### src/qrs_div_cell.sv
// One quotient bit of a pipelined restoring divider, applied to every lane at once.
`default_nettype none

module qrs_div_cell #(
  parameter int LANES = 5,
  parameter int DENW  = 18,
  parameter int OW    = 32,
  parameter int TAGW  = 13
) (
  input  logic                        clk,
  input  logic                        rst,
  input  logic                        en,
  input  logic                        in_valid,
  input  logic [LANES-1:0][DENW-1:0]  in_rem,
  input  logic [LANES-1:0][OW-1:0]    in_word,
  input  logic [LANES-1:0][DENW-1:0]  in_den,
  input  logic [TAGW-1:0]             in_tag,
  output logic                        out_valid,
  output logic [LANES-1:0][DENW-1:0]  out_rem,
  output logic [LANES-1:0][OW-1:0]    out_word,
  output logic [LANES-1:0][DENW-1:0]  out_den,
  output logic [TAGW-1:0]             out_tag
);

  logic [LANES-1:0][DENW-1:0] rem_next;
  logic [LANES-1:0][OW-1:0]   word_next;

  // Shift the next numerator bit into the remainder, subtract when it fits;
  // the quotient bit enters the word from the bottom as numerator bits leave the top
  always_comb begin
    logic [DENW:0] trial;
    logic [DENW:0] den_x;
    logic          fits;
    for (int l = 0; l < LANES; l++) begin
      trial        = {in_rem[l], in_word[l][OW-1]};
      den_x        = {1'b0, in_den[l]};
      fits         = trial >= den_x;
      rem_next[l]  = fits ? DENW'(trial - den_x) : DENW'(trial);
      word_next[l] = {in_word[l][OW-2:0], fits};
    end
  end

  // Advance valid under reset control
  always_ff @(posedge clk) begin
    if (rst) begin
      out_valid <= 1'b0;
    end else if (en) begin
      out_valid <= in_valid;
    end
  end

  // Advance payload
  always_ff @(posedge clk) begin
    if (en) begin
      out_rem  <= rem_next;
      out_word <= word_next;
      out_den  <= in_den;
      out_tag  <= in_tag;
    end
  end

endmodule

`default_nettype wire

### config.mk
export PLATFORM = sky130hd
export DESIGN_NAME = qrs_div_cell
export DESIGN_NICKNAME = d
export VERILOG_FILES = /design/src/qrs_div_cell.sv
export SDC_FILE = /design/constraint.sdc
export NUM_CORES = 1
export LEC_CHECK = 0
export BUFFER_PORTS_ARGS = -buffer_cell sky130_fd_sc_hd__buf_4
export CAP_MARGIN = 20
export CORE_ASPECT_RATIO = 0.6
export CORE_MARGIN = 3
export CORE_UTILIZATION = 25
export CTS_BUF_LIST = sky130_fd_sc_hd__clkbuf_4 sky130_fd_sc_hd__clkbuf_8 sky130_fd_sc_hd__clkbuf_16
export CTS_CLUSTER_SIZE = 30
export DETAILED_ROUTE_END_ITERATION = 10
export SKIP_LAST_GASP = 1
export SLEW_MARGIN = 20
export SYNTH_ARGS = -nofsm -noshare
export SYNTH_HDL_FRONTEND = slang
export SYNTH_SLANG_ARGS = --single-unit
### constraint.sdc
create_clock -name clk -period 5.1 [get_ports clk]
set_input_delay 0.765 -clock clk [delete_from_list [all_inputs] [get_ports clk]]
set_output_delay 0.765 -clock clk [all_outputs]
set_load 0.01 [all_outputs]
[Yosys cells after proc, flatten, opt, wreduce, memory -nomap -nowiden]
Cells that the tools add are included.
Widths: inputs -> output; s select.
Cells by class
  equal/unequal tests: 0
  divide/modulo/power cells: 0
  $add $sub $neg: 5
  $lt $le $gt $ge: 5
  bitwise operators: 0
  shift operators: 0
  multiplexer cells: 5
  multipliers: 0
  reduce and logical (&&, ||, !) cells: 0
Operators with widths (count)
  $ge 19x18->1: 5
  $mux 18: 5
  $sub 18x18->18: 5
Word-level totals
  bits in latches: 0
  bits in writable memories: 0
  output and inout port bits: 354
  input bits: 357
  memory bits (read-only): 0
  flip-flop bits (word level): 354
  logic and storage cells: 32
  memories: 0

[Logic depth before layout (Yosys ltp)]
  depth in word-level cells: 2
  depth in mapped cells: 12

[Worst setup path after synthesis]
Ideal clock, no wire load.
  path kind: input to register
  start point: input port in_den[19] in the netlist's numbering
  end point: register out_rem[27] in the netlist's numbering (data pin)
  stages: 10
  buffers on the path: 1
  setup slack: 1.833 ns
  data arrival time: 3.007 ns
  cells stage by stage: inv_1 -> ha_1 -> nor2b_1 -> o31a_1 -> or3_4 -> a21oi_2 -> o311ai_1 -> a21oi_4 -> buf_6 -> mux2_2
RTL lines
  start: declaration: line 16  | input logic [LANES-1:0][DENW-1:0] in_den,
  end signal: assignment: line 55  | out_rem <= rem_next;
  end: declaration: line 19  | output logic [LANES-1:0][DENW-1:0] out_rem,

==> summary.txt <==
GRT
  – First-pass GRT wire length: 79.6 mm
  – Vias in the first global route: ~13,000
  – Gr usage total: between 10% and 20%
  – Initial antenna violation count: 5
  – Largest net degree at the start of global routing: between 100 and 150
  – Total grt overflow: 0

Timing
  – Worst Tran Pin Value: a little under 0.9 ns
  – Post-route minimum period: 3.21 ns
  – Final slew viol count: 0
  – Max Freq: 0.312 GHz
  – Slew headroom: around 42%
  – Worst hold slack: ~0.37 ns
  – Setup TNS: 0 ns
  – RSZ-0062 raised after global routing: false
  – Worst-case clock skew: 0 ns
  – Final setup fails: 0
  – Count of final hold-check violations: 0
  – Fin crit share: 62.9%

CTS
  – Postcts setup bufs: 0
  – Number of clock sinks: about 350
  – Resized cells post-CTS: 0
  – Root Driver: clkbuf_16
  – Clock buffer depth: 3
  – Hold Buf Count CTS: 0
  – CTS tree: yes
  – Inserted Clock Buffers: 38
  – Clk Latency, worst-skew pair: between 0.5 and 0.6 ns
  – CTS clk-pin slew, worst paths: ~0.07 ns
  – H-tree depth: 2

Floorplan
  – Die area: ~69,000 um^2
  – Core area: 65,000 um^2
  – I/O pin count: 711
  – Core Rows: between 70 and 80
  – Die Ht: 205 um
  – Initial Util: about a quarter
  – Die X: 338 um

Layout
  – Final #Nets: 2,379
  – P&R area growth vs syn: 46.1%
  – Post-route cell area: ~24,000 um^2
  – Layout cells sized above 1: ~44%
  – Final std cells w/o fill: about 2,800

Pwr
  – Switching share of power: ~27%
  – Max IR drop VDD: 0.252 mV
  – Reg power frac: ~45%
  – Combinational Power Share: a little over a fifth
  – Pwr dens: between 300 and 400 nW/um^2
  – Internal power: roughly 6000 uW
  – Total Power: between 8000 and 9000 uW
  – Clock power share: 33.6%
  – Pleak: approximately 0.010 uW
  – P_sw: ~2200 uW

Synth
  – Netlist cell types: around 70
  – Area share of the largest cell type after synthesis: about 64%
  – Post-synthesis register bit count: roughly 350
  – Sequential-to-total area share from yosys stat: between 60% and 70%
  – Syn Area/Cell: between 10 and 15 um^2
  – Main flop type after synthesis: edfxtp_1
  – Top cells by area, synth: edfxtp_1 (64%), ha_1 (6.8%), mux2_2 (4.2%), inv_1 (2.7%), xnor2_1 (2.1%)
  – Async S/R FF share, synth: 0%
  – Area leader, netlist: edfxtp_1
  – Syn Inst Count: between 1,000 and 1,500
  – Net Count, Synth: around 1,600
  – Mapped cell area: 16,500 um^2
  – Number of flops mapped to enable cells by yosys: between 300 and 400
  – YS warnings: 0

Detailed routing
  – Final WL: roughly 55 mm
  – Remaining antenna violation count: 0
  – Wire length per cell: just under 20 um
  – Via count: around 13,000
  – Starting DRT DRC Count: just under 900
  – Pre-Repair DR Iteration Count: 5
  – Number of vias per cell: approximately 4.5
  – Residual DRC count: 0

Run
  – Max cap viols: 0

Worst setup path
  – Crit. End Element: register
  – Data arrival, critical path: roughly 3.5 ns
  – Crit path launch type: input pin
  – Crit Path Category: input pin to register
  – CP Max Fanout: 19
  – R2r setup slk: about 4.5 ns
  – CP required: 5.41 ns

Placed design
  – I/O Buffers: a little over 700
  – HPWL after DPL: 43.4 mm
  – Total placed instance area: ~23,000 um^2
  – Cells after DPL: 2,775
  – GPL Wtd Cong: between 0.8 and 0.9

Hold path
  – Worst hold path type: input pin to register

Status
  – Status: finished, final reports clean
[placed cells by master (no fill, tap or decap), types with 14 or more instances in the layout]
master,instances
clkbuf_16,39
xor2_1,20
nor2_1,63
a21oi_1,67
a21o_1,29
nand2_1,40
nand3_1,19
mux2_2,62
nand4_1,15
xnor2_1,40
buf_4,715
o21a_1,20
a211oi_1,14
o21ai_0,49
a31oi_1,15
ha_1,90
inv_1,117
edfxtp_1,353
[kinds of logic after synthesis]
kind of cell / count (synthesis) / share of synthesized area, %
flops: 354 / 64.2
compound gates: 263 / 10.6
simple gates: 202 / 6.03
buf+inv: 134 / 3.30
fa+ha+maj: 95 / 7.41
mux: 78 / 5.31
xor+xnor: 60 / 3.18
[power by group through the flow]
stage / combinational, uW / clock, uW / sequential [uW]
4_1_cts: 1780 / 2870 / 3660
3_5_place_dp: 1770 / 0 / 3720
3_3_place_gp: 1750 / 0 / 3710
2_1_floorplan: 667 / 0 / 3850
6_report: 1770 / 2750 / 3660
5_1_grt: 1910 / 2980 / 3680
[per-stage QoR]
step	util (%)	setup slack, ns
after floorplan	-	1.83
after global placement	35.4	1.42
after detailed placement	35.4	1.31
after CTS	37.2	1.95
after global routing	37.2	1.72
final	37.2	1.89
[routing by layer]
layer  GRT usage (%)  routed length (um)
met1            20.6               24600
met2            22.7               24500
met3            5.17                5110
met4            3.59                 936
met5               0                  39
[synth_stat cells (3+ instances only)]
| cell | instances |
|---|---|
| edfxtp_1 | 353 |
| inv_1 | 117 |
| ha_1 | 90 |
| a21oi_1 | 67 |
| nor2_1 | 63 |
| mux2_2 | 62 |
| o21ai_0 | 49 |
| nand2_1 | 40 |
| xnor2_1 | 40 |
| a21o_1 | 29 |
| o21a_1 | 20 |
| xor2_1 | 20 |
| nand3_1 | 19 |
| a31oi_1 | 15 |
| nand4_1 | 15 |
| a211oi_1 | 14 |
| mux2i_1 | 12 |
| o21bai_1 | 12 |
| nand2b_1 | 11 |
| nor2b_1 | 11 |
| and3_1 | 10 |
| nor3_1 | 8 |
| o31ai_1 | 8 |
| a211o_1 | 7 |
| clkbuf_1 | 7 |
| o2111ai_1 | 6 |
| buf_2 | 5 |
| fa_1 | 5 |
| or2_2 | 5 |
| and2_1 | 4 |
| mux2_4 | 4 |
| o211ai_1 | 4 |
| a21oi_2 | 3 |
| and4_1 | 3 |
| o221ai_1 | 3 |
| o22ai_1 | 3 |
[worst max-delay path: stages]
cell and delay, ns:
buf_4 0.11, inv_1 0.09, ha_1 0.26, nor2b_1 0.16, o31a_1 0.27, or3_4 0.40, a21oi_2 0.20, o311ai_1 0.19
a21oi_4 0.63, mux2_2 0.42
[final timing paths]
path,to,depth (start not counted),start
setup / recovery,out_rem[24],10,in_den[19]
hold / removal,out_word[132],1,in_word[131]
setup reg to reg,out_valid,2,out_valid
hold reg to reg,out_valid,2,out_valid
[flip-flops by register name, summed over array words and instances (netlist names)]
signal / count
out_tag: 13
out_valid: 1
out_den: 90
out_rem: 90
out_word: 160
[cell type report]
| class | instances | area (um^2) |
|---|---|---|
| diodes | 1 | 2.50 |
| clock buffers | 46 | 1030 |
| clock inverters | 20 | 174 |
| fillers | 6263 | 40800 |
| inverters | 117 | 439 |
| multi-input cells | 698 | 5380 |
| flip-flops and latches | 354 | 10600 |
| well taps | 888 | 1110 |
| repair buffers | 718 | 5420 |
No activity file was read; power rests on OpenSTA's default activity.
