--- src/qrs_sqrt_cell.sv ---
// One bit of a pipelined integer square root: shift in two radicand bits, trial subtract.
`default_nettype none

module qrs_sqrt_cell #(
  parameter int SW   = 32,
  parameter int TAGW = 8
) (
  input  logic              clk,
  input  logic              rst,
  input  logic              en,
  input  logic              in_valid,
  input  logic [2*SW-1:0]   in_x,
  input  logic [SW+1:0]     in_rem,
  input  logic [SW-1:0]     in_root,
  input  logic [TAGW-1:0]   in_tag,
  output logic              out_valid,
  output logic [2*SW-1:0]   out_x,
  output logic [SW+1:0]     out_rem,
  output logic [SW-1:0]     out_root,
  output logic [TAGW-1:0]   out_tag
);

  logic [SW+1:0]   shifted;
  logic [SW+1:0]   trial;
  logic            fits;
  logic [SW+1:0]   rem_next;
  logic [SW-1:0]   root_next;
  logic [2*SW-1:0] x_next;

  // Bring down the next radicand pair and try root*4+1
  always_comb begin
    shifted   = {in_rem[SW-1:0], in_x[2*SW-1 -: 2]};
    trial     = {in_root, 2'b01};
    fits      = shifted >= trial;
    rem_next  = fits ? (shifted - trial) : shifted;
    root_next = {in_root[SW-2:0], fits};
    x_next    = {in_x[2*SW-3:0], 2'b00};
  end

  // Advance valid under reset control
  always_ff @(posedge clk) begin
    if (rst) begin
      out_valid <= 1'b0;
    end else if (en) begin
      out_valid <= in_valid;
    end
  end

  // Advance payload
  always_ff @(posedge clk) begin
    if (en) begin
      out_x    <= x_next;
      out_rem  <= rem_next;
      out_root <= root_next;
      out_tag  <= in_tag;
    end
  end

endmodule

`default_nettype wire

--- config.mk ---
export PLATFORM = sky130hd
export DESIGN_NAME = qrs_sqrt_cell
export DESIGN_NICKNAME = d
export VERILOG_FILES = /design/src/qrs_sqrt_cell.sv
export SDC_FILE = /design/constraint.sdc
export NUM_CORES = 1
export LEC_CHECK = 0
export BUFFER_PORTS_ARGS = -buffer_cell sky130_fd_sc_hd__buf_2
export CAP_MARGIN = 20
export CORE_ASPECT_RATIO = 1.2
export CORE_MARGIN = 2
export CORE_UTILIZATION = 52
export CTS_BUF_LIST = sky130_fd_sc_hd__clkbuf_16
export CTS_CLUSTER_DIAMETER = 80
export DETAILED_ROUTE_END_ITERATION = 8
export GPL_ROUTABILITY_DRIVEN = 0
export PLACE_DENSITY = 0.86
export SETUP_SLACK_MARGIN = 0.5
export SYNTH_ARGS = -nofsm -noshare
export SYNTH_HDL_FRONTEND = slang
export SYNTH_SLANG_ARGS = --single-unit
--- constraint.sdc ---
create_clock -name clk -period 9.67 [get_ports clk]
set_input_delay 1.934 -clock clk [delete_from_list [all_inputs] [get_ports clk]]
set_output_delay 1.934 -clock clk [all_outputs]
set_load 0.02 [all_outputs]
After elaboration in Yosys (flattened, before gate mapping) --
Index checks and enable logic that the tools add are counted.
Word-level totals: bits of input ports 142, output and inout port bits 139, logic and storage cells 8, flip-flop bits (word level) 137
Cells by class: add/subtract/negate cells 1, magnitude comparators 1, mux-type cells 1
Operators with widths (number):
- $ge A34 B34 Y1 | 1
- $mux W34 | 1
- $sub A34 B34 Y34 | 1

Depth between registers and ports, before layout --
depth after elaboration 2, gate-level depth with buffers 14

Worst setup path before layout --
OpenSTA, ideal clock, no wires.
path type input to register, start input in_root[0], end register out_rem[10], data pin, required time 9410 ps, setup slack 5226 ps, arrival time 4184 ps, library setup time 260 ps, stages on the path 13, cells stage by stage inv_1 -> ha_1 -> nand2b_2 -> a21oi_2 -> nand2b_4 -> a21o_1 -> a21oi_4 -> a21oi_2 -> o41ai_4 -> o21a_4 -> inv_4 -> buf_12 -> mux2_4
Between the ends: cells in the longest elaborated chain, start to end 2, elaborated cells on any way between the ends 3, those cells by class add/sub: 1; order compare: 1; mux: 1
RTL lines:
- start, declared | RTL line 14 | input logic [SW-1:0] in_root,
- $sub A34 B34 Y34 or $ge A34 B34 Y1 (tied branches) | RTL line 35, 34
- $mux W34 (*) | RTL line 35 | rem_next = fits ? (shifted - trial) : shifted;
- net rem_next[10] | RTL line 26 | logic [SW+1:0] rem_next;
- end signal, assigned | RTL line 53 | out_rem <= rem_next;
- end, declared | RTL line 18 | output logic [SW+1:0] out_rem,
Mark *: on every way through the listed nets, which the timed path passes. The rest lies on a longest branch. A chain may end at the register's enable or synchronous reset.

Worst setup path after layout --
start input in_root[7], end register out_rem[17], data pin
The elaborated chain is that of the path after synthesis.

==> results.rst <==
.. list-table::
   :header-rows: 1

   * - Metric
     - Value
   * - Register clock-pin slew on the reported worst setup and hold paths
     - 0.06 ns
   * - Number of DRC markers after the initial detailed-route iteration
     - 491
   * - Total Routed Length
     - 20.4 mm
   * - H-tree levels
     - 4
   * - Total vias in the final route
     - 5377
   * - Async set-or-reset flop fraction in the synthesized netlist
     - 0%
   * - Final Instance Count excl. Fillers
     - 957
   * - Kind of critical path
     - in2reg
   * - Predominant post-synthesis flop cell
     - edfxtp_1
   * - Clock skew
     - 0 ns
   * - Area growth from synthesis to final layout
     - 31.2%
   * - Total of endpoints with negative setup slack in the final report
     - 0
   * - Post-CTS setup-driven buffer insertion count
     - 0
   * - Avg Synthesized Cell Area
     - 13.7 um2
   * - Count of instances resized after the clock tree is built
     - 0
   * - Leading cell types by total area after synthesis
     - edfxtp_1 61%, ha_1 6.3%, mux2_4 6.2%, inv_1 2.3%, a21oi_1 2.3%
   * - Hold Worst Slack
     - about 0.53 ns
   * - Total number of nets in the final design
     - ~950
   * - Post-DR wirelength/cell
     - 21.4 um
   * - Type of the worst min-delay path
     - reg2reg
   * - Max Fclk
     - 209 MHz
   * - Count of boundary I/O pins
     - 281
   * - Final cycle utilization of the critical path
     - 49.5%
   * - Net switching fraction of the power
     - 28.7%
   * - Sequential area share after synthesis
     - between 60% and 70%
   * - Number of antenna violations at the first check in global routing
     - 5
   * - Number of unique standard cell types used by synthesis
     - 61
   * - Count of synthesis-stage warnings from yosys
     - 0
   * - Setup TNS
     - 0 ns
   * - Pins over their slew limit
     - 0
   * - Horizontal die dimension
     - about 110 um
   * - P per Cell Area
     - 202 nW/um2
   * - Unrepaired setup endpoints after global routing
     - false
   * - Standard-cell rows
     - 45
   * - Cell type with the highest aggregate area in the netlist
     - edfxtp_1
   * - Vert. Die Dim
     - 129 um
   * - Internal Pwr Total
     - 1280 uW
   * - Comb pwr share
     - 21.5%
   * - TritonCTS clock tree
     - done
   * - CP Data Required Time
     - 9.84 ns
   * - Starting utilization of the core area
     - a little over half
   * - Vias in the first global route
     - around 5200
   * - GRT Resource Usage Total
     - 28.4%
   * - Leakage power of the design
     - ~0.0040 uW
   * - Post-synthesis cell count
     - 493
   * - Worst-case clock buffer depth
     - 2
   * - Count of max-cap constraint violations
     - 0
   * - EDFF count, synth
     - ~140
   * - IR drop worst, VDD
     - 0.000164 V
   * - Fraction of post-synthesis cell area in the top cell type by area
     - 60.6%
   * - Min cycle time layout
     - 4.79 ns
   * - Full die area
     - 13900 um2
   * - Inserted Clock Buffers
     - 17
   * - Crit end category
     - flip-flop
   * - Buffers added on ports
     - 276
   * - Result of the run
     - finished, final reports clean
   * - Nature of the critical path startpoint
     - input port
   * - Final HPWL DP
     - 14.5 mm
   * - Global route overflow
     - 0
   * - Relative contribution of sequential cells to total power
     - 41.3%
   * - Maximum number of pins on one net before global-route repair
     - 85
   * - Cell count after placement
     - 920
   * - Number of nets with antenna violations after detailed routing
     - 0
   * - Post-Synthesis Cell Area
     - 6740 um2
   * - Endpoint arrival time on the critical path
     - 4.96 ns
   * - Switching Power
     - 514 uW
   * - Insertion delay to the later sink of the worst-skew pair
     - 0.43 ns
   * - Root Buffer
     - clkbuf_16
   * - Detailed Routing Iterations Pass 1
     - 6
   * - Hold Fails Final Rpt
     - 0
   * - Max-slew headroom at the worst pin
     - 29.0%
   * - Average vias per placed instance
     - around 5.6
   * - Ratio of cells with drive above 1 in the final layout
     - 44.5%
   * - Global-route wire length before repair
     - 28.7 mm
   * - Critical Path Fanout Max
     - 30
   * - Relative contribution of the clock network to total power
     - 37.2%
   * - Total clock sinks
     - 137
   * - Actual slew at the worst max-slew pin
     - approximately 1.1 ns
   * - Synth Register Bits
     - 137
   * - Count of hold buffers inserted by post-cts repair
     - 0
   * - Core region area
     - 12700 um2
   * - DRC violations left
     - 0
-- logic make-up after synthesis --
kind of cell / synth area share, %
other: 0.0556
AND/OR/NAND/NOR: 7.00
flip-flops: 60.9
AO/OA/AOI/OAI: 11.2
adder cells (fa/ha/maj): 6.31
multiplexers: 6.68
buffers and inverters: 4.20
XOR/XNOR: 3.64
-- sequential cells by signal (all words and copies together) (netlist names) --
register,cells
out_rem,34
out_root,32
out_tag,8
out_valid,1
out_x,62
-- synthesized netlist by cell type (2+ instances only) --
cell type    n
o41ai_1      2
ha_1        34
mux2i_1      3
inv_1       42
a21oi_1     31
a21oi_2      2
nand4_1      6
nor3_1       7
or3_1        5
a221oi_1     2
nand3_1      8
clkbuf_1     8
a211oi_1     4
nand2_2      2
buf_4        2
o31ai_1      3
and2_1       2
mux2_4      28
a21o_1      11
nand2b_1     5
o2111a_1     2
o21ai_1      3
xnor2_1     16
xor2_1      12
nand2_1     30
o21bai_1     6
a21oi_4      2
buf_12       3
o21ai_0     16
o211ai_1     4
o22ai_1      2
edfxtp_1   136
buf_2        2
nor2_1      23
nor4_1       3
-- routing by layer --
metal / GRT usage (%) / vias up / wire (um)
li1: - / 2403 / -
met1: 29.4 / 2564 / 6990
met2: 49.4 / 341 / 10600
met3: 11.6 / 67 / 2020
met4: 14.3 / 2 / 834
met5: 0 / - / 19
-- per-stage QoR --
step	cell area, um2	util [%]	power (uW)	worst slack, ns
finish	8840	69.8	1790	4.88
global route	8840	69.8	1840	4.75
CTS	8830	69.7	1790	4.99
detailed placement	8230	65.0	1120	4.58
global placement	8230	65.0	1110	4.66
floorplan	6740	-	992	5.23
-- cell usage in the layout, fill, tap and decap left out, types with 3 or more instances in the layout --
| cell | count |
|---|---|
| o21ai_1 | 3 |
| nor3_1 | 7 |
| mux2i_1 | 3 |
| nor2_1 | 23 |
| o31ai_1 | 3 |
| o21bai_1 | 6 |
| a21oi_1 | 31 |
| nor4_1 | 3 |
| buf_2 | 275 |
| ha_1 | 34 |
| clkinv_4 | 4 |
| mux2_4 | 28 |
| nand2_1 | 30 |
| diode_2 | 5 |
| nand4_1 | 6 |
| o211ai_1 | 4 |
| nand3_1 | 8 |
| clkbuf_16 | 17 |
| a211oi_1 | 4 |
| xor2_1 | 12 |
| bufinv_16 | 3 |
| inv_1 | 43 |
| nand2b_1 | 5 |
| edfxtp_1 | 136 |
| xnor2_1 | 16 |
| or3_1 | 5 |
| o21ai_0 | 16 |
| a21o_1 | 11 |
-- critical path, stage by stage --
cell and delay, ns:
buf_2 0.11, inv_1 0.05, ha_1 0.42, nand4_1 0.24, a21oi_1 0.40, a21oi_4 0.14
a21oi_2 0.35, o41ai_4 0.19, o21a_4 0.30, inv_4 0.43, mux2_4 0.36
-- final cells by class --
cell class / instances / area, um2
fillers: 845 / 3830
well taps: 164 / 205
multi-input cells: 298 / 2360
inverters: 44 / 168
repair buffers: 277 / 1400
diodes: 5 / 12.5
clock buffers: 17 / 425
clock inverters: 15 / 175
flip-flops and latches: 137 / 4100
-- power by group through the flow --
stage	Sequential, uW	Clock, uW	Combinational (uW)
after floorplan	823	0	170
after global placement	745	0	362
after detailed placement	748	0	375
after CTS	739	668	381
after global routing	743	690	408
final	739	666	386
-- path summary, 6_finish.rpt --
check,from,end,slack [ns],cells after the start
worst max-delay path,in_root[7],out_rem[17]$_DFFE_PP_,4.88,11
worst min-delay path,out_valid$_SDFFE_PP0P_,out_valid$_SDFFE_PP0P_,0.53,2
worst max register to register,out_valid$_SDFFE_PP0P_,out_valid$_SDFFE_PP0P_,9.06,2
worst min register to register,out_valid$_SDFFE_PP0P_,out_valid$_SDFFE_PP0P_,0.53,2
No activity file was read; power rests on OpenSTA's default activity.
